--- src/rtl/dhrc_pkg.sv ---
// Package for the dual hysteresis relay controller.
// Holds constants, register map codes and the struct types shared by the step logic, the top level and the testbench.
// No dependencies.
package dhrc_pkg;

    // Minimum time between two ticks and minimum time between relay switches, in ms
    localparam logic [31:0] TICK_INTERVAL_MS    = 32'd1000;
    localparam logic [31:0] RELAY_MIN_SWITCH_MS = 32'd10000;

    localparam int unsigned ADDR_W = 5;
    localparam int unsigned DATA_W = 32;

    typedef enum logic [2:0] {
        REG_TEMP_HYST       = 3'd0,
        REG_HUM_HYST        = 3'd1,
        REG_TEMP_ALARM_HIGH = 3'd2,
        REG_TEMP_ALARM_LOW  = 3'd3,
        REG_HUM_ALARM_HIGH  = 3'd4,
        REG_HUM_ALARM_LOW   = 3'd5,
        REG_ALARM_CONFIRM   = 3'd6,
        REG_BUZZER_ENABLE   = 3'd7
    } reg_idx_t;

    typedef struct packed {
        logic [12:0] temp_hysteresis;
        logic [12:0] humidity_hysteresis;
        logic [13:0] temp_alarm_high;
        logic [13:0] temp_alarm_low;
        logic [13:0] humidity_alarm_high;
        logic [13:0] humidity_alarm_low;
        logic [31:0] alarm_confirm_time;
        logic        buzzer_enable;
    } cfg_t;

    typedef struct packed {
        logic [31:0]        now_ms;
        logic signed [15:0] temp_reading;
        logic signed [15:0] temp_target;
        logic [13:0]        humidity_reading;
        logic [13:0]        humidity_target;
        logic               temp_sensor_good;
        logic               humidity_sensor_good;
        logic               manual_override;
        logic               safe_mode;
        logic               batch_running;
    } sample_t;

    typedef struct packed {
        logic [31:0] last_tick_time;
        logic [31:0] heater_switch_time;
        logic [31:0] humidifier_switch_time;
        logic        heater_relay;
        logic        humidifier_relay;
        logic        buzzer_state;
        logic [31:0] temp_out_time;
        logic [31:0] humidity_out_time;
        logic        temp_alarm_flag;
        logic        humidity_alarm_flag;
    } state_t;

    typedef struct packed {
        logic heater_on;
        logic humidifier_on;
        logic buzzer_on;
        logic temp_alarm;
        logic humidity_alarm;
        logic tick_taken;
    } result_t;

endpackage

--- src/rtl/dhrc_sample_if.sv ---
// Valid/ready channel carrying one controller time sample.
// Standalone; used by the controller top level.
interface dhrc_sample_if;
    logic               valid;
    logic               ready;
    logic [31:0]        now_ms;
    logic signed [15:0] temp_reading;
    logic signed [15:0] temp_target;
    logic [13:0]        humidity_reading;
    logic [13:0]        humidity_target;
    logic               temp_sensor_good;
    logic               humidity_sensor_good;
    logic               manual_override;
    logic               safe_mode;
    logic               batch_running;

    modport source (
        output valid, now_ms, temp_reading, temp_target, humidity_reading,
               humidity_target, temp_sensor_good, humidity_sensor_good,
               manual_override, safe_mode, batch_running,
        input  ready
    );

    modport sink (
        input  valid, now_ms, temp_reading, temp_target, humidity_reading,
               humidity_target, temp_sensor_good, humidity_sensor_good,
               manual_override, safe_mode, batch_running,
        output ready
    );
endinterface

--- src/rtl/dhrc_status_if.sv ---
// Valid/ready channel carrying one controller status word.
// Standalone; used by the controller top level.
interface dhrc_status_if;
    logic valid;
    logic ready;
    logic heater_on;
    logic humidifier_on;
    logic buzzer_on;
    logic temp_alarm;
    logic humidity_alarm;
    logic tick_taken;

    modport source (
        output valid, heater_on, humidifier_on, buzzer_on, temp_alarm,
               humidity_alarm, tick_taken,
        input  ready
    );

    modport sink (
        input  valid, heater_on, humidifier_on, buzzer_on, temp_alarm,
               humidity_alarm, tick_taken,
        output ready
    );
endinterface

--- src/rtl/dhrc_step.sv ---
// Next-state logic of the controller for one time sample: tick check,
// relay hysteresis with minimum switch time, alarm accumulation and buzzer.
// Depends on dhrc_pkg.
module dhrc_step (
    input  dhrc_pkg::sample_t sample,
    input  dhrc_pkg::cfg_t    cfg,
    input  dhrc_pkg::state_t  cur,
    output dhrc_pkg::state_t  nxt,
    output logic              took
);

    logic [31:0]        delta;
    logic signed [17:0] t_cur, t_tgt, h_cur, h_tgt;
    logic signed [17:0] t_hyst, h_hyst;
    logic signed [17:0] t_err, h_err;
    logic               heat_want, hum_want;
    logic               heat_may, hum_may;
    logic               t_oob, h_oob;
    logic [32:0]        t_sum, h_sum;
    logic [31:0]        t_acc, h_acc;
    logic               t_conf, h_conf;
    logic               t_flag, h_flag;
    logic               buzz;
    logic [31:0]        heat_age, hum_age;

    always_comb
    begin
        delta = sample.now_ms - cur.last_tick_time;
        took  = (delta >= dhrc_pkg::TICK_INTERVAL_MS);

        t_cur  = {{2{sample.temp_reading[15]}}, sample.temp_reading};
        t_tgt  = {{2{sample.temp_target[15]}}, sample.temp_target};
        h_cur  = {4'd0, sample.humidity_reading};
        h_tgt  = {4'd0, sample.humidity_target};
        t_hyst = {5'd0, cfg.temp_hysteresis};
        h_hyst = {5'd0, cfg.humidity_hysteresis};
        t_err  = t_cur - t_tgt;
        h_err  = h_cur - h_tgt;

        // A relay wants to flip: off on a failed sensor, else past the band edge
        if (!sample.temp_sensor_good)
            heat_want = cur.heater_relay;
        else if (cur.heater_relay)
            heat_want = (t_cur > t_tgt + t_hyst);
        else
            heat_want = (t_cur < t_tgt - t_hyst);

        if (!sample.humidity_sensor_good)
            hum_want = cur.humidifier_relay;
        else if (cur.humidifier_relay)
            hum_want = (h_cur > h_tgt + h_hyst);
        else
            hum_want = (h_cur < h_tgt - h_hyst);

        // switch time of zero reads as never switched
        heat_age = sample.now_ms - cur.heater_switch_time;
        hum_age  = sample.now_ms - cur.humidifier_switch_time;
        heat_may = (cur.heater_switch_time == 32'd0)
                   || (heat_age >= dhrc_pkg::RELAY_MIN_SWITCH_MS);
        hum_may  = (cur.humidifier_switch_time == 32'd0)
                   || (hum_age >= dhrc_pkg::RELAY_MIN_SWITCH_MS);

        t_oob = sample.temp_sensor_good
                && ((t_err > $signed({4'd0, cfg.temp_alarm_high}))
                    || (t_err < -$signed({4'd0, cfg.temp_alarm_low})));
        h_oob = sample.humidity_sensor_good
                && ((h_err > $signed({4'd0, cfg.humidity_alarm_high}))
                    || (h_err < -$signed({4'd0, cfg.humidity_alarm_low})));

        // saturating out-of-band time
        t_sum = {1'b0, cur.temp_out_time} + {1'b0, delta};
        h_sum = {1'b0, cur.humidity_out_time} + {1'b0, delta};
        t_acc = t_oob ? (t_sum[32] ? '1 : t_sum[31:0]) : 32'd0;
        h_acc = h_oob ? (h_sum[32] ? '1 : h_sum[31:0]) : 32'd0;
        t_conf = t_oob && (t_acc >= cfg.alarm_confirm_time);
        h_conf = h_oob && (h_acc >= cfg.alarm_confirm_time);
        t_flag = t_oob && (t_conf || cur.temp_alarm_flag);
        h_flag = h_oob && (h_conf || cur.humidity_alarm_flag);

        if (!t_flag && !h_flag)
            buzz = 1'b0;
        else if ((t_conf || h_conf) && cfg.buzzer_enable)
            buzz = 1'b1;
        else
            buzz = cur.buzzer_state;

        nxt = cur;
        if (took)
        begin
            nxt.last_tick_time = sample.now_ms;
            priority if (sample.manual_override)
            begin
                // frozen
            end
            else if (sample.safe_mode || !sample.batch_running)
            begin
                nxt.heater_relay        = 1'b0;
                nxt.humidifier_relay    = 1'b0;
                nxt.buzzer_state        = 1'b0;
                nxt.temp_alarm_flag     = 1'b0;
                nxt.humidity_alarm_flag = 1'b0;
            end
            else
            begin
                if (heat_want && heat_may)
                begin
                    nxt.heater_relay       = !cur.heater_relay;
                    nxt.heater_switch_time = sample.now_ms;
                end
                if (hum_want && hum_may)
                begin
                    nxt.humidifier_relay       = !cur.humidifier_relay;
                    nxt.humidifier_switch_time = sample.now_ms;
                end
                nxt.temp_out_time       = t_acc;
                nxt.humidity_out_time   = h_acc;
                nxt.temp_alarm_flag     = t_flag;
                nxt.humidity_alarm_flag = h_flag;
                nxt.buzzer_state        = buzz;
            end
        end
    end

endmodule

--- src/rtl/dual_hysteresis_relay_controller_core.sv ---
// Top level of the dual hysteresis relay controller: channels, APB registers,
// controller state and result register. Depends on dhrc_pkg, dhrc_sample_if,
// dhrc_status_if and dhrc_step.
//
// Usage: time samples arrive on the sample channel (valid/ready), one status
// word per sample leaves on the status channel. A sample is taken into an
// input register, then the controller state and the status word are updated
// together when the status register is free or being taken, and the block
// takes one sample per cycle when the receiver keeps up; the state update
// loop (tick check, relay and alarm logic) sets that rate. When the receiver
// stalls, the status register holds its word and the input register holds
// one more sample; the sample channel then drops ready until the status word
// is taken. Registers are written over APB at byte address 4*i; the user
// must write them only while the block is idle, and the block does not
// enforce it. Reads return the current values. pready is always high.
// Reset (rst_n low) clears both channel stages, relays, buzzer, alarms, times
// and loads the register defaults.
module dual_hysteresis_relay_controller_core (
    input  logic                          clk,
    input  logic                          rst_n,
    dhrc_sample_if.sink                   sample,
    dhrc_status_if.source                 status,
    input  logic                          psel,
    input  logic                          penable,
    input  logic                          pwrite,
    input  logic [dhrc_pkg::ADDR_W-1:0]   paddr,
    input  logic [dhrc_pkg::DATA_W-1:0]   pwdata,
    output logic [dhrc_pkg::DATA_W-1:0]   prdata,
    output logic                          pready
);

    dhrc_pkg::cfg_t      cfg_reg;
    dhrc_pkg::sample_t   sample_reg;
    logic                sample_valid_reg;
    dhrc_pkg::state_t    state_reg;
    dhrc_pkg::state_t    state_next;
    dhrc_pkg::result_t   result_reg;
    logic                result_valid_reg;
    logic                took;
    logic                advance;
    logic                cfg_write;
    dhrc_pkg::reg_idx_t  reg_idx;

    // ---------------- APB registers ----------------
    assign pready    = 1'b1;
    assign cfg_write = psel && penable && pwrite && pready;
    assign reg_idx   = dhrc_pkg::reg_idx_t'(paddr[4:2]);

    always_ff @(posedge clk or negedge rst_n)
    begin
        if (!rst_n)
        begin
            cfg_reg.temp_hysteresis     <= 13'd50;
            cfg_reg.humidity_hysteresis <= 13'd200;
            cfg_reg.temp_alarm_high     <= 14'd100;
            cfg_reg.temp_alarm_low      <= 14'd100;
            cfg_reg.humidity_alarm_high <= 14'd1000;
            cfg_reg.humidity_alarm_low  <= 14'd1000;
            cfg_reg.alarm_confirm_time  <= 32'd60000;
            cfg_reg.buzzer_enable       <= 1'b1;
        end
        else if (cfg_write)
        begin
            unique case (reg_idx)
                dhrc_pkg::REG_TEMP_HYST:       cfg_reg.temp_hysteresis     <= pwdata[12:0];
                dhrc_pkg::REG_HUM_HYST:        cfg_reg.humidity_hysteresis <= pwdata[12:0];
                dhrc_pkg::REG_TEMP_ALARM_HIGH: cfg_reg.temp_alarm_high     <= pwdata[13:0];
                dhrc_pkg::REG_TEMP_ALARM_LOW:  cfg_reg.temp_alarm_low      <= pwdata[13:0];
                dhrc_pkg::REG_HUM_ALARM_HIGH:  cfg_reg.humidity_alarm_high <= pwdata[13:0];
                dhrc_pkg::REG_HUM_ALARM_LOW:   cfg_reg.humidity_alarm_low  <= pwdata[13:0];
                dhrc_pkg::REG_ALARM_CONFIRM:   cfg_reg.alarm_confirm_time  <= pwdata;
                dhrc_pkg::REG_BUZZER_ENABLE:   cfg_reg.buzzer_enable       <= pwdata[0];
                default: ;
            endcase
        end
    end

    always_comb
    begin
        unique case (reg_idx)
            dhrc_pkg::REG_TEMP_HYST:       prdata = {19'd0, cfg_reg.temp_hysteresis};
            dhrc_pkg::REG_HUM_HYST:        prdata = {19'd0, cfg_reg.humidity_hysteresis};
            dhrc_pkg::REG_TEMP_ALARM_HIGH: prdata = {18'd0, cfg_reg.temp_alarm_high};
            dhrc_pkg::REG_TEMP_ALARM_LOW:  prdata = {18'd0, cfg_reg.temp_alarm_low};
            dhrc_pkg::REG_HUM_ALARM_HIGH:  prdata = {18'd0, cfg_reg.humidity_alarm_high};
            dhrc_pkg::REG_HUM_ALARM_LOW:   prdata = {18'd0, cfg_reg.humidity_alarm_low};
            dhrc_pkg::REG_ALARM_CONFIRM:   prdata = cfg_reg.alarm_confirm_time;
            dhrc_pkg::REG_BUZZER_ENABLE:   prdata = {31'd0, cfg_reg.buzzer_enable};
            default:                       prdata = '0;
        endcase
    end

    // ---------------- pipeline control ----------------
    // input stage moves on whenever the status register is free or being taken
    assign advance      = sample_valid_reg && (!result_valid_reg || status.ready);
    assign sample.ready = !sample_valid_reg || advance;

    always_ff @(posedge clk or negedge rst_n)
    begin
        if (!rst_n)
        begin
            sample_valid_reg <= 1'b0;
            result_valid_reg <= 1'b0;
        end
        else
        begin
            if (sample.valid && sample.ready)
                sample_valid_reg <= 1'b1;
            else if (advance)
                sample_valid_reg <= 1'b0;

            if (advance)
                result_valid_reg <= 1'b1;
            else if (status.ready)
                result_valid_reg <= 1'b0;
        end
    end

    always_ff @(posedge clk)
    begin
        if (sample.valid && sample.ready)
        begin
            sample_reg.now_ms               <= sample.now_ms;
            sample_reg.temp_reading         <= sample.temp_reading;
            sample_reg.temp_target          <= sample.temp_target;
            sample_reg.humidity_reading     <= sample.humidity_reading;
            sample_reg.humidity_target      <= sample.humidity_target;
            sample_reg.temp_sensor_good     <= sample.temp_sensor_good;
            sample_reg.humidity_sensor_good <= sample.humidity_sensor_good;
            sample_reg.manual_override      <= sample.manual_override;
            sample_reg.safe_mode            <= sample.safe_mode;
            sample_reg.batch_running        <= sample.batch_running;
        end
        if (advance)
        begin
            result_reg.heater_on      <= state_next.heater_relay;
            result_reg.humidifier_on  <= state_next.humidifier_relay;
            result_reg.buzzer_on      <= state_next.buzzer_state;
            result_reg.temp_alarm     <= state_next.temp_alarm_flag;
            result_reg.humidity_alarm <= state_next.humidity_alarm_flag;
            result_reg.tick_taken     <= took;
        end
    end

    // ---------------- controller state ----------------
    dhrc_step u_step (
        .sample (sample_reg),
        .cfg    (cfg_reg),
        .cur    (state_reg),
        .nxt    (state_next),
        .took   (took)
    );

    always_ff @(posedge clk or negedge rst_n)
    begin
        if (!rst_n)
            state_reg <= '0;
        else if (advance)
            state_reg <= state_next;
    end

    assign status.valid          = result_valid_reg;
    assign status.heater_on      = result_reg.heater_on;
    assign status.humidifier_on  = result_reg.humidifier_on;
    assign status.buzzer_on      = result_reg.buzzer_on;
    assign status.temp_alarm     = result_reg.temp_alarm;
    assign status.humidity_alarm = result_reg.humidity_alarm;
    assign status.tick_taken     = result_reg.tick_taken;

    // ---------------- assertions ----------------
    a_buzzer_needs_alarm: assert property (@(posedge clk) disable iff (!rst_n)
        state_reg.buzzer_state |-> (state_reg.temp_alarm_flag || state_reg.humidity_alarm_flag))
        else $error("buzzer on with no active alarm");

    a_no_tick_no_change: assert property (@(posedge clk) disable iff (!rst_n)
        (advance && !took) |=> $stable(state_reg))
        else $error("state changed on a sample without a tick");

    a_state_only_on_advance: assert property (@(posedge clk) disable iff (!rst_n)
        !advance |=> $stable(state_reg))
        else $error("state changed with no sample in flight");

    a_full_when_blocked: assert property (@(posedge clk) disable iff (!rst_n)
        !sample.ready |-> (sample_valid_reg && result_valid_reg && !status.ready))
        else $error("sample channel blocked with a free stage");

endmodule

--- src/flat_wrapper.sv ---
// flat-port wrapper written by rule: the top's interface ports become plain ports
module dual_hysteresis_relay_controller_core_flat 
  (clk, rst_n, psel, penable, pwrite, paddr, pwdata, prdata, pready, sample_valid, sample_now_ms, sample_temp_reading, sample_temp_target, sample_humidity_reading, sample_humidity_target, sample_temp_sensor_good, sample_humidity_sensor_good, sample_manual_override, sample_safe_mode, sample_batch_running, sample_ready, status_valid, status_heater_on, status_humidifier_on, status_buzzer_on, status_temp_alarm, status_humidity_alarm, status_tick_taken, status_ready);
  dhrc_sample_if sample_i ();
  dhrc_status_if status_i ();
  input  logic clk;
  input  logic rst_n;
  input  logic psel;
  input  logic penable;
  input  logic pwrite;
  input  logic [dhrc_pkg::ADDR_W-1:0] paddr;
  input  logic [dhrc_pkg::DATA_W-1:0] pwdata;
  output logic [dhrc_pkg::DATA_W-1:0] prdata;
  output logic pready;
  input wire logic [$bits(sample_i.valid)-1:0] sample_valid;
  input wire logic [$bits(sample_i.now_ms)-1:0] sample_now_ms;
  input wire logic [$bits(sample_i.temp_reading)-1:0] sample_temp_reading;
  input wire logic [$bits(sample_i.temp_target)-1:0] sample_temp_target;
  input wire logic [$bits(sample_i.humidity_reading)-1:0] sample_humidity_reading;
  input wire logic [$bits(sample_i.humidity_target)-1:0] sample_humidity_target;
  input wire logic [$bits(sample_i.temp_sensor_good)-1:0] sample_temp_sensor_good;
  input wire logic [$bits(sample_i.humidity_sensor_good)-1:0] sample_humidity_sensor_good;
  input wire logic [$bits(sample_i.manual_override)-1:0] sample_manual_override;
  input wire logic [$bits(sample_i.safe_mode)-1:0] sample_safe_mode;
  input wire logic [$bits(sample_i.batch_running)-1:0] sample_batch_running;
  output wire logic [$bits(sample_i.ready)-1:0] sample_ready;
  output wire logic [$bits(status_i.valid)-1:0] status_valid;
  output wire logic [$bits(status_i.heater_on)-1:0] status_heater_on;
  output wire logic [$bits(status_i.humidifier_on)-1:0] status_humidifier_on;
  output wire logic [$bits(status_i.buzzer_on)-1:0] status_buzzer_on;
  output wire logic [$bits(status_i.temp_alarm)-1:0] status_temp_alarm;
  output wire logic [$bits(status_i.humidity_alarm)-1:0] status_humidity_alarm;
  output wire logic [$bits(status_i.tick_taken)-1:0] status_tick_taken;
  input wire logic [$bits(status_i.ready)-1:0] status_ready;
  assign sample_i.valid = sample_valid;
  assign sample_i.now_ms = sample_now_ms;
  assign sample_i.temp_reading = sample_temp_reading;
  assign sample_i.temp_target = sample_temp_target;
  assign sample_i.humidity_reading = sample_humidity_reading;
  assign sample_i.humidity_target = sample_humidity_target;
  assign sample_i.temp_sensor_good = sample_temp_sensor_good;
  assign sample_i.humidity_sensor_good = sample_humidity_sensor_good;
  assign sample_i.manual_override = sample_manual_override;
  assign sample_i.safe_mode = sample_safe_mode;
  assign sample_i.batch_running = sample_batch_running;
  assign sample_ready = sample_i.ready;
  assign status_valid = status_i.valid;
  assign status_heater_on = status_i.heater_on;
  assign status_humidifier_on = status_i.humidifier_on;
  assign status_buzzer_on = status_i.buzzer_on;
  assign status_temp_alarm = status_i.temp_alarm;
  assign status_humidity_alarm = status_i.humidity_alarm;
  assign status_tick_taken = status_i.tick_taken;
  assign status_i.ready = status_ready;
  dual_hysteresis_relay_controller_core u_core (.clk(clk), .rst_n(rst_n), .sample(sample_i), .status(status_i), .psel(psel), .penable(penable), .pwrite(pwrite), .paddr(paddr), .pwdata(pwdata), .prdata(prdata), .pready(pready));
endmodule
--- config.mk ---
export PLATFORM = sky130hd
export DESIGN_NAME = dual_hysteresis_relay_controller_core_flat
export DESIGN_NICKNAME = d
export VERILOG_FILES = /design/src/rtl/dhrc_pkg.sv /design/src/rtl/dhrc_sample_if.sv /design/src/rtl/dhrc_status_if.sv /design/src/rtl/dhrc_step.sv /design/src/rtl/dual_hysteresis_relay_controller_core.sv /design/src/flat_wrapper.sv
export SDC_FILE = /design/constraint.sdc
export NUM_CORES = 1
export LEC_CHECK = 0
export BUFFER_PORTS_ARGS = -buffer_cell sky130_fd_sc_hd__buf_4
export CORE_MARGIN = 1
export CORE_UTILIZATION = 35
export CTS_BUF_LIST = sky130_fd_sc_hd__clkbuf_8
export CTS_CLUSTER_DIAMETER = 200
export DETAILED_ROUTE_END_ITERATION = 8
export GPL_TIMING_DRIVEN = 0
export HOLD_SLACK_MARGIN = 0.08
export PLACE_DENSITY_LB_ADDON = 0.2
export SLEW_MARGIN = 5
export SYNTH_ARGS = -nofsm -noshare
export SYNTH_HDL_FRONTEND = slang
export SYNTH_SLANG_ARGS = --single-unit
--- constraint.sdc ---
create_clock -name clk -period 14.7 [get_ports clk]
set_input_delay 0.735 -clock clk [delete_from_list [all_inputs] [get_ports clk]]
set_output_delay 0.735 -clock clk [all_outputs]
set_load 0.1 [all_outputs]
# Word level (Yosys, flattened, before mapping)
# Cells that the tools add are included.
[classes] add_sub_neg=13 n_lt_le_gt_ge=13 n_eq_ne=7 n_mux=22 bitwise=2 n_reduce_logical=48
[ops] op="$pmux W32 S8" count=1
[ops] op="$mux W69" count=2
[ops] op="$mux W32" count=4
[ops] op="$sub A32 B32 Y32" count=3
[ops] op="$add A32 B32 Y33" count=2
[ops] op="$ge A32 B14 Y1 const B" count=2
[ops] op="$ge A32 B32 Y1" count=2
[ops] op="$logic_not A32 Y1" count=2
[ops] op="$mux W64" count=1
[ops] op="$neg A14 Y18" count=2
[ops] op="$ge A32 B10 Y1 const B" count=1
[ops] op="$lt A15 B18 Y1" count=1
[ops] op="$lt A17 B18 Y1" count=1
[ops] op="$reduce_and A2 Y1" count=9
[ops] op="$add A16 B14 Y17" count=1
[ops] op="$gt A16 B17 Y1" count=1
[ops] op="$gt A17 B15 Y1" count=1
[ops] op="$lt A16 B17 Y1" count=1
[ops] op="$sub A16 B14 Y17" count=1
[ops] op="$sub A16 B16 Y17" count=1
[ops] op="$add A14 B13 Y15" count=1
[ops] op="$gt A14 B15 Y1" count=1
[ops] op="$gt A15 B15 Y1" count=1
[ops] op="$lt A15 B15 Y1" count=1
[ops] op="other kinds (16)" count=62
[totals] regBits=385 out_inout_bits=41

# Logic depth before layout (Yosys ltp)
# Gate-level depths: netlist of run 1.
[depth] ltp_word=15 depth_mapped=35 depth_no_buf=33

# Hierarchy
# A second synthesis of run 1 with hierarchy kept.
[hier_totals] cells_unflattened=3700 hier_area_um2=35133.7
[by_module_without_submodules] module="dhrc_step" instances=1 cells_per_inst=2880 area_per_inst_um2=20574.7 seq_area_each_um2=0.0
[by_module_without_submodules] module="dual_hysteresis_relay_controller_core" instances=1 cells_per_inst=820 area_per_inst_um2=14559.0 seq_area_each_um2=10189.8

# Worst setup path before layout of run 1
# No wires, ideal clock.
[synth_path] path_kind="register to register" start="register u_core.sample_reg[74] (netlist bit)" end="register u_core.status.buzzer_on (netlist name)" t_arrival_ns=6.200 slack_ns=8.226 path_stages_with_launch=29 n_path_buf=1 period_less_slack_ns=6.474 cell_sequence="edfxtp_1 > ha_1 > and2_1 > a221o_1 > a21o_1 > a21oi_2 > o21ai_1 > or3_1 > and2_1 > ha_1 > o21ai_0 > nor2_1 > nand2_1 > o21ai_0 > a211oi_1 > a311oi_1 > clkbuf_1 > o21ai_1 > ha_1 > nand2b_1 > a21o_1 > a21o_1 > a211oi_1 > o21ai_0 > o2111ai_1 > nand3_1 > a221o_1 > a221oi_1 > a211oi_1"
[synth_rtl] item="start, declared" line="dual_hysteresis_relay_controller_core.sv:33" source="dhrc_pkg::sample_t sample_reg;"

==> impl_metrics.ini, run 1 <==
[finish]
seq_area_um2 = 10200
drive_gt1_share_pct = 12.9
layout_common_cells = 421 x ha_1, 347 x inv_1, 250 x dfrtp_1, 232 x o21ai_0, 224 x a21oi_1
finalNonFillerCells = 5094
finalInstanceArea_um2 = 37400
area_growth_pct = 14.1
multi_input_area_um2 = 21000
final_nets = 4359
fillers = 9439
final_common_cell = ha_1
largest_reg_flops = 165

[critical_path]
crit_required_ns = 15.17
end_kind = register
worstReg2RegEnd = u_core.status.buzzer_on
worst-setup-path-type = reg2reg
cp_top_family = compound AO/OA/AOI/OAI gates
cpMostUsedCell = o21ai_0
cp-start-kind = register
crit_fanout = 10
arrival_ns = 9.57
crit_buf_inv = 1
cpPeakStageDelay_ns = 1.03
ff2ff_setup_slack_ns = 5.60
slowest_stage = a311oi_1
worst-r2r-cell-count = 26
r2r_start = u_core.sample_reg[74]

[floorplanning]
ios = 182
start_util_pct = 35.5
dieArea_um2 = 94800
die_h_um = 308
core_area_um2 = 92200
num_rows = 111
die_width_um = 308

[detailed_routing]
drt-wirelength-per-cell_um = 19.6
final_antenna_net_count = 0
drtIter0Drc = 1760
vias_per_cell = 5.35
dr.pass1.iters = 5
vias = 27300
postRouteWirelength_um = 100000
remaining_drc_errors = 0

[pwr]
power.leakage_uw = 0.0173
clock_power_share_pct = 17.5
seq_power_share_pct = 23.9
p_int_uw = 3660
swShare_pct = 45.7
p_per_area_nw_per_um2 = 180
ir_drop_uv = 83.3
p_switching_uw = 3070
pwr-share-comb_pct = 58.6

[worst_hold_path]
hold_end = u_core.sample_reg[17]
whs_path_depth = 1
hp-start = sample_humidity_target[12]
hold_class = in2reg

[logic_synthesis]
syn_area_um2 = 32800
ys_seq_area_share_pct = 31.1
synthFlopType = dfrtp_1
async_flop_share_pct = 73.2
syn_inst = 3523
syn-num-nets = 4096
avgSynthCellArea_um2 = 9.30
synth_edf_count = 103
ys_ff_latch = 385
synth.distinct_cells = 87
ys_warn_count = 0

[sta]
maxSlewViolCount = 0
fin_crit_sh_pct = 61.9
timing.fmax_mhz = 110
period_minus_slack_ns = 9.10
worst_slew_pin_slew_ns = 1.16
setup_viol = 0
max-slew-margin-rel_pct = 22.0
rsz0062_at_grt = no
worst_clock_skew_ns = 0.0565
setup-tns-final_ns = 0
hold_viol_final = 0
hold_ws_ns = 0.172

[placed_design]
placed_area_um2 = 35700
dp_cells = 4946
gp_congestion = 0.902
io_buffers = 176
place_hpwl_um = 79300

[grt]
track_usage_pct = 21.0
grt_pass1_vias = 26900
grt-ovfl-total = 0
grt_pass1_wl_um = 154000
grt_max_degree = 106
antenna_found_initial = 3

[clocking]
ctsHtreeMaxLevel = 3
clkTransAtPathRegs_ns = 0.06
root_buffer = clkbuf_8
cts-buffers-inserted = 80
clock_path_buffers = 3
cts.sinks = 385
clk_latency_ns = 0.74
cts_tree = done

[outcome]
status = complete, no violations

[run]
cap_violations = 0
cell usage after synthesis, types with 61 or more instances:
cell | instances | area, um^2
ha_1 | 421 | 5270
edfxtp_1 | 103 | 3090
clkbuf_1 | 74 | 278
inv_1 | 319 | 1200
mux2_2 | 111 | 1250
mux2_1 | 116 | 1310
nor2_1 | 189 | 709
xnor2_1 | 132 | 1160
nand2_1 | 199 | 747
xor2_1 | 61 | 534
o21ai_0 | 232 | 1160
dfrtp_1 | 250 | 6260
o21a_1 | 109 | 818
a21oi_1 | 224 | 1120
a21o_1 | 112 | 841
final cells by class:
class	instances	share of cell area, %
Multi-Input combinational cell	2720	56.1
Buffer	99	1.07
Antenna cell	1	0.00669
Sequential cell	385	27.3
Timing Repair Buffer	181	3.82
Inverter	319	3.20
Tap cell	1243	4.16
Clock inverter	52	0.897
Clock buffer	94	3.46
logic make-up after synthesis:
kind of cell	count (synthesis)	synth area share [%]
adders and majority gates	434	16.8
AOI/OAI and AO/OA	982	19.7
muxes	257	8.99
other	1	0.0114
buffers and inverters	418	4.87
and+or+nand+nor	852	13.3
DFF	385	31.1
xor gates and xnor gates	194	5.21
power groups by stage:
stage | clock network [uW] | registers [uW] | logic (uW)
2_1_floorplan | 0 | 1540 | 2980
3_3_place_gp | 0 | 1620 | 3870
3_5_place_dp | 0 | 1620 | 3900
4_1_cts | 1220 | 1600 | 3930
5_1_grt | 1270 | 1640 | 4410
6_report | 1180 | 1610 | 3950
through the flow:
stage | worst slack, ns | total power (uW) | utilization (%)
3_5_place_dp | 5.63 | 5520 | 38.8
5_1_grt | 5.07 | 7320 | 40.5
3_3_place_gp | 5.69 | 5490 | 38.6
6_report | 5.60 | 6730 | 40.5
4_1_cts | 5.58 | 6760 | 40.5
2_1_floorplan | 8.23 | 4530 | -
worst max-delay path by stage:
stage,from,endpoint,slack (ns),depth (start not counted)
floorplan,u_core.sample_reg[74],u_core.status.buzzer_on,8.23,28
global placement,u_core.sample_reg[74],u_core.status.buzzer_on,5.69,29
detailed placement,u_core.sample_reg[74],u_core.status.buzzer_on,5.63,29
CTS,u_core.sample_reg[74],u_core.status.buzzer_on,5.58,29
global route,u_core.sample_reg[6],u_core.status.buzzer_on,5.07,34
finish,u_core.sample_reg[74],u_core.status.buzzer_on,5.60,26
worst register-to-register path, cell delays in order, from the launching register on:
cell and delay [ns]:
edfxtp_1 0.57, ha_1 0.42, and2_1 0.24, a221o_1 0.47, a21oi_1 0.22, o21ai_0 0.20
a311oi_1 1.03, ha_1 0.34, and3_1 0.25, nand3_1 0.11, o21ai_0 0.38, a211oi_1 0.22
a311oi_1 0.87, clkbuf_1 0.62, o21ai_1 0.18, ha_1 0.32, nand2b_1 0.14, a21o_1 0.18
a21o_1 0.17, a211oi_1 0.23, o21ai_0 0.14, o2111ai_1 0.14, nand3_1 0.20, a221oi_1 0.82
a31oi_1 0.17, o21ai_0 0.14, a211oi_1 0.11
metal layers:
metal | wire length, um | up-vias | global-route usage (%)
li1 | - | 13500 | -
met2 | 45900 | 550 | 34.7
met4 | 2610 | 2 | 6.09
met1 | 47700 | 13100 | 28.5
met3 | 3890 | 138 | 2.79
met5 | 18 | - | 0
timing repair:
item / CTS / global route
endpoints found under the hold margin: 70 / 0
resized for setup: 0 / 0
buffers inserted: 0 / 0
hold buffers: 1 / 0
Note: power is estimated with default switching activity, not from simulation.
==> run 2: changes to the inputs <==
--- a/config.mk
+++ b/config.mk
@@ -5,6 +5,7 @@
 export SDC_FILE = /design/constraint.sdc
 export NUM_CORES = 1
 export LEC_CHECK = 0
+export ABC_AREA = 1
 export BUFFER_PORTS_ARGS = -buffer_cell sky130_fd_sc_hd__buf_4
 export CORE_MARGIN = 1
 export CORE_UTILIZATION = 35
==> constraint.sdc (replaced) <==
create_clock -name clk -period 9.53 [get_ports clk]
set_input_delay 0.4765 -clock clk [delete_from_list [all_inputs] [get_ports clk]]
set_output_delay 0.4765 -clock clk [all_outputs]
set_load 0.1 [all_outputs]
==> run 2 against run 1 <==
First-iteration DRC count rose by 34%; non-clock buffer count rose by 112; register-to-register slack lost 4.0 ns; critical endpoint is now u_core.state_reg[66]; largest power group unchanged; clock power rose by 69%; flip-flop and latch count is the same.
==> impl_metrics.ini, run 2 <==
[sta]
worst_clock_skew_ns = 0.0735
fin_crit_sh_pct = 82.8
setup_viol = 0
max-slew-margin-rel_pct = 23.9
worst_slew_pin_slew_ns = 1.13
period_minus_slack_ns = 7.89
setup-tns-final_ns = 0
timing.fmax_mhz = 127
rsz0062_at_grt = no
maxSlewViolCount = 0
hold_ws_ns = 0.252
hold_viol_final = 0

[finish]
final_common_cell = nand2_1
drive_gt1_share_pct = 8.04
multi_input_area_um2 = 20100
final_nets = 5560
layout_common_cells = 1144 x nand2_1, 687 x inv_1, 421 x ha_1, 411 x a21oi_1, 364 x nor2_1
largest_reg_flops = 165
fillers = 9921
seq_area_um2 = 10200
area_growth_pct = 18.4

[logic_synthesis]
synth_commonest_cells = 1144 x nand2_1, 667 x inv_1, 421 x ha_1
yosysMostFrequentCell = nand2_1
syn-num-nets = 5165
synthFlopType = dfrtp_1
async_flop_share_pct = 73.2
synth-adder-area-share_pct = 16.5
synth_edf_count = 103
syn_area_um2 = 33200
yosys.area_share.simple_pct = 23.6
avgSynthCellArea_um2 = 7.23
ys_ff_latch = 385
synth_xor_area_share_pct = 4.82
yosys.area.top_type = dfrtp_1
yosysTopAreaCellShare_pct = 18.8
synth_mux_area_share_pct = 0
synthTopCellsByArea = dfrtp_1 19%, ha_1 16%, nand2_1 13%
synth_top_family_by_area = simple AND/OR/NAND/NOR gates
ys_warn_count = 0
synth_compound_area_share_pct = 15.6
ys_seq_area_share_pct = 30.7
synth.distinct_cells = 58
syn_inst = 4592

[run]
cap_violations = 0

[placed_design]
place_hpwl_um = 90900
gp_congestion = 0.960
io_buffers = 178

[outcome]
status = complete, no violations

[detailed_routing]
vias = 31900
postRouteWirelength_um = 114000
drtIter0Drc = 2366
remaining_drc_errors = 0
final_antenna_net_count = 0
vias_per_cell = 5.05
dr.pass1.iters = 5
drt-wirelength-per-cell_um = 18.1

[clocking]
cts.sinks = 385
ctsHtreeMaxLevel = 3
cts_tree = done
root_buffer = clkbuf_8
ctsResizeCount = 0
cts-buffers-inserted = 80
clock_path_buffers = 3
cts_setup_buffers = 0
clkTransAtPathRegs_ns = 0.07
clk_latency_ns = 0.74

[critical_path]
worst-setup-path-type = reg2reg
crit_fanout = 10
cpPeakStageDelay_ns = 0.96
slowest_stage = nor4b_1
crit_required_ns = 10.18
cpMostUsedCell = nand2_1
ff2ff_setup_slack_ns = 1.64
cp-start-kind = register
arrival_ns = 8.55
end_kind = register

[pwr]
power.total_uw = 11400
ir_drop_uv = 98.0
power.leakage_uw = 0.0199
p_per_area_nw_per_um2 = 290

[grt]
grt_max_degree = 104
grt-ovfl-total = 0
antenna_found_initial = 1
grt_pass1_wl_um = 174000
track_usage_pct = 23.5
grt_pass1_vias = 30200

[floorplanning]
dieArea_um2 = 96200
num_rows = 112
core_area_um2 = 93600
ios = 182
die_h_um = 310
die_width_um = 310
start_util_pct = 35.5

[worst_hold_path]
hold_class = in2reg
## run 2: changes by cell type in the layout (fill, tap and decap cells not counted), sizes merged, moves of 50 or more
cell | previous run | this run
a21o | 112 | 15
a21oi | 225 | 413
dlygate4sd3 | 1 | 132
inv | 352 | 696
mux2 | 227 | 0
nand2 | 199 | 1148
nand2b | 50 | 0
nand3 | 58 | 192
nor2 | 189 | 366
o21a | 109 | 16
o21ai | 235 | 325
xnor2 | 133 | 43
xor2 | 61 | 139
## run 2: repair_timing
action,CTS,global route
hold buffers,132,0
endpoints found under the setup margin,0,0
hold endpoints to repair,257,0
## run 2: worst paths after layout
| kind | start | endpoint | cells past startpoint |
|---|---|---|---|
| min in group asynchronous | rst_n | u_core.state_reg[148] | 2 |
| max in group asynchronous | rst_n | u_core.cfg_reg[75] | 3 |
| worst min register to register | u_core.state_reg[38] | u_core.state_reg[38] | 2 |
| worst max-delay path | u_core.sample_reg[79] | u_core.state_reg[66] | 34 |
| worst max register to register | u_core.sample_reg[79] | u_core.state_reg[66] | 34 |
| worst min-delay path | paddr[3] | u_core.cfg_reg[0] | 5 |
## run 2: through the flow
step                utilization, %  instance area (um^2)  instances  setup WS [ns]
finish                        42.0                 39300       6306           1.64
floorplan                        -                 33200       4592           4.21
detailed placement            38.7                 36200       6027           1.72
global route                  42.0                 39300       6306          0.989
CTS                           42.0                 39300       6305           1.69
global placement              38.6                 36100       6024           1.70
## run 2: final cells by class
class,instances,area share (%)
multi-input combinational,3455,51.2
sequential,385,25.9
timing repair buffer,313,6.99
inverter,673,6.43
tap,1254,3.99
clock buffer,94,3.29
clock inverter,52,1.25
buffer,79,0.945
antenna,1,0.00636
## run 2: per-layer routing
metal  wire length (um)  global-route usage [%]  up-vias
li1                   -                       -    16100
met5                  0                       0        -
met2              49300                    36.3      845
met1              55700                    34.0    14800
met3               6600                    3.28      131
met4               2410                    6.31        0
## run 2: kinds of logic (layout without fill, tap and decap cells)
kind of cell | Yosys count | in the layout
AO/OA/AOI/OAI | 942 | 942
XOR/XNOR | 182 | 182
adder cells (fa/ha/maj) | 432 | 432
buffers and inverters | 752 | 1211
flip-flops | 385 | 385
other | 1 | 2
AND/OR/NAND/NOR | 1898 | 1898
## run 2: worst max-delay path, delay by kind of cell (launching register included)
kind	cells	cell delay, ns
AOI/OAI and AO/OA	7	1.30
xor gates and xnor gates	1	0.63
adders and majority gates	3	1.25
buffers and inverters	5	0.84
DFF	1	0.59
and+or+nand+nor	18	3.26
## run 2: power by group
part	internal [uW]	leakage, uW	switching [uW]
sequential	2160	0.00435	309
combinational	2420	0.0145	4530
clock	1150	0.000995	843
total	5730	0.0199	5690
==> run 3: changes to the inputs <==
==> constraint.sdc (replaced) <==
create_clock -name clk -period 7.7 [get_ports clk]
set_input_delay 0.385 -clock clk [delete_from_list [all_inputs] [get_ports clk]]
set_output_delay 0.385 -clock clk [all_outputs]
set_load 0.1 [all_outputs]
==> run 3 against run 2 <==
Clock power up 24%; sequential power up 24%; register-to-register slack worse by 1.0 ns; worst setup slack worse by 1.0 ns; clock-buffer cell count unchanged; final area up 0.15%; cell count about the same; power up 24%; sequential share of layout area about the same; utilization up 0.062 points.
==> impl_metrics.ini, run 3 (synthesized netlist as in run 2, its figures left out) <==
[outcome]
status = complete, no violations

[floorplanning]
start_util_pct = 35.5
ios = 182
die_h_um = 310
die_width_um = 310
core_area_um2 = 93600
num_rows = 112
dieArea_um2 = 96200

[detailed_routing]
postRouteWirelength_um = 114000
dr.pass1.iters = 6
drtIter0Drc = 2380
drt-wirelength-per-cell_um = 18.1
vias = 31800
final_antenna_net_count = 0
vias_per_cell = 5.05
remaining_drc_errors = 0

[worst_hold_path]
whs_path_depth = 5
hold_class = in2reg

[clocking]
clock_path_buffers = 3
clk_latency_ns = 0.75
cts.sinks = 385
cts-buffers-inserted = 80
cts_tree = done
root_buffer = clkbuf_8
cts_setup_buffers = 0
clkTransAtPathRegs_ns = 0.07
ctsHtreeMaxLevel = 3

[sta]
rsz0062_at_grt = no
period_minus_slack_ns = 7.08
hold_ws_ns = 0.162
max-slew-margin-rel_pct = 31.3
timing.fmax_mhz = 141
worst_clock_skew_ns = 0.0782
setup_viol = 0
worst_slew_pin_slew_ns = 1.03
hold_viol_final = 0
fin_crit_sh_pct = 92.0
maxSlewViolCount = 0

[critical_path]
end_kind = register
cpMostUsedCell = nand2_1
cp-start-kind = register
worst-setup-path-type = reg2reg
worst-r2r-cell-count = 39
arrival_ns = 7.74
crit_fanout = 6
cpPeakStageDelay_ns = 0.58
crit_required_ns = 8.36
slowest_stage = edfxtp_1

[pwr]
ir_drop_uv = 124
power.leakage_uw = 0.0199
power.total_uw = 14200
p_per_area_nw_per_um2 = 360

[placed_design]
gp_congestion = 0.960
io_buffers = 178
place_hpwl_um = 90900

[finish]
fillers = 9923
layout_common_cells = 1144 x nand2_1, 687 x inv_1, 421 x ha_1, 411 x a21oi_1, 364 x nor2_1
drive_gt1_share_pct = 8.20
largest_reg_flops = 165
final_common_cell = nand2_1
area_growth_pct = 18.6
final_nets = 5560

[run]
cap_violations = 0

[grt]
track_usage_pct = 23.5
antenna_found_initial = 1
grt-ovfl-total = 0
grt_pass1_wl_um = 174000
grt_pass1_vias = 30200
grt_max_degree = 104
==> run 3: cell types whose count changed in the layout (fill, tap and decap cells not counted), sizes merged <==
cell / previous run / this run
diode: 1 / 2
==> run 3: timing repair <==
action,CTS,global route
hold buffers,132,0
pin swaps,0,0
hold endpoints to repair,290,0
gates cloned,0,0
gates resized for setup,1,12
endpoints found under the setup margin,2,6
==> run 3: critical path: cells and delay by family, from the launching register on <==
family | cells | cell delay [ns]
simple gates | 25 | 3.83
xor+xnor | 1 | 0.27
buf+inv | 5 | 0.47
compound gates | 5 | 0.77
flops | 1 | 0.58
fa+ha+maj | 3 | 1.08
==> run 3: where the power goes <==
group	leakage, uW	internal, uW	switching (uW)
clock network	0.000995	1420	1050
logic	0.0146	3010	5640
registers	0.00435	2680	383
total	0.0199	7110	7070
==> run 3: routing by layer <==
metal	vias to the layer above	global-route usage [%]	wire [um]
li1	16100	-	-
met1	14800	34.0	55800
met2	839	36.2	49300
met3	134	3.29	6510
met4	0	6.39	2520
met5	-	0	0
==> run 3: worst paths after layout <==
kind | startpoint | to | slack, ns
hold reg to reg | u_core.state_reg[27] | u_core.state_reg[27] | 0.49
min in group asynchronous | rst_n | u_core.state_reg[148] | 0.30
max in group asynchronous | rst_n | u_core.cfg_reg[75] | 6.34
setup reg to reg | u_core.sample_reg[78] | u_core.state_reg[66] | 0.62
setup / recovery | u_core.sample_reg[78] | u_core.state_reg[66] | 0.62
hold / removal | paddr[3] | u_core.cfg_reg[0] | 0.16
==> run 3: final cells by class <==
type | instances | area, um^2 | share of cell area [%]
Inverter | 673 | 2530 | 6.42
Antenna cell | 2 | 5.00 | 0.0127
Clock inverter | 52 | 493 | 1.25
Buffer | 79 | 375 | 0.953
Sequential cell | 385 | 10200 | 25.9
Multi-Input combinational cell | 3455 | 20200 | 51.3
Timing Repair Buffer | 313 | 2750 | 6.98
Clock buffer | 94 | 1290 | 3.28
Tap cell | 1254 | 1570 | 3.98
==> run 3: stage by stage <==
step                TNS (ns)  instance area [um^2]  utilization, %  setup WS (ns)  instances
detailed placement    -0.158                 36200            38.7         -0.105       6027
global placement      -0.230                 36100            38.6         -0.133       6024
floorplan                  0                 33200               -           2.38       4592
finish                     0                 39400            42.1          0.617       6307
CTS                        0                 39300            42.0          0.191       6305
global route               0                 39400            42.1         0.0128       6306
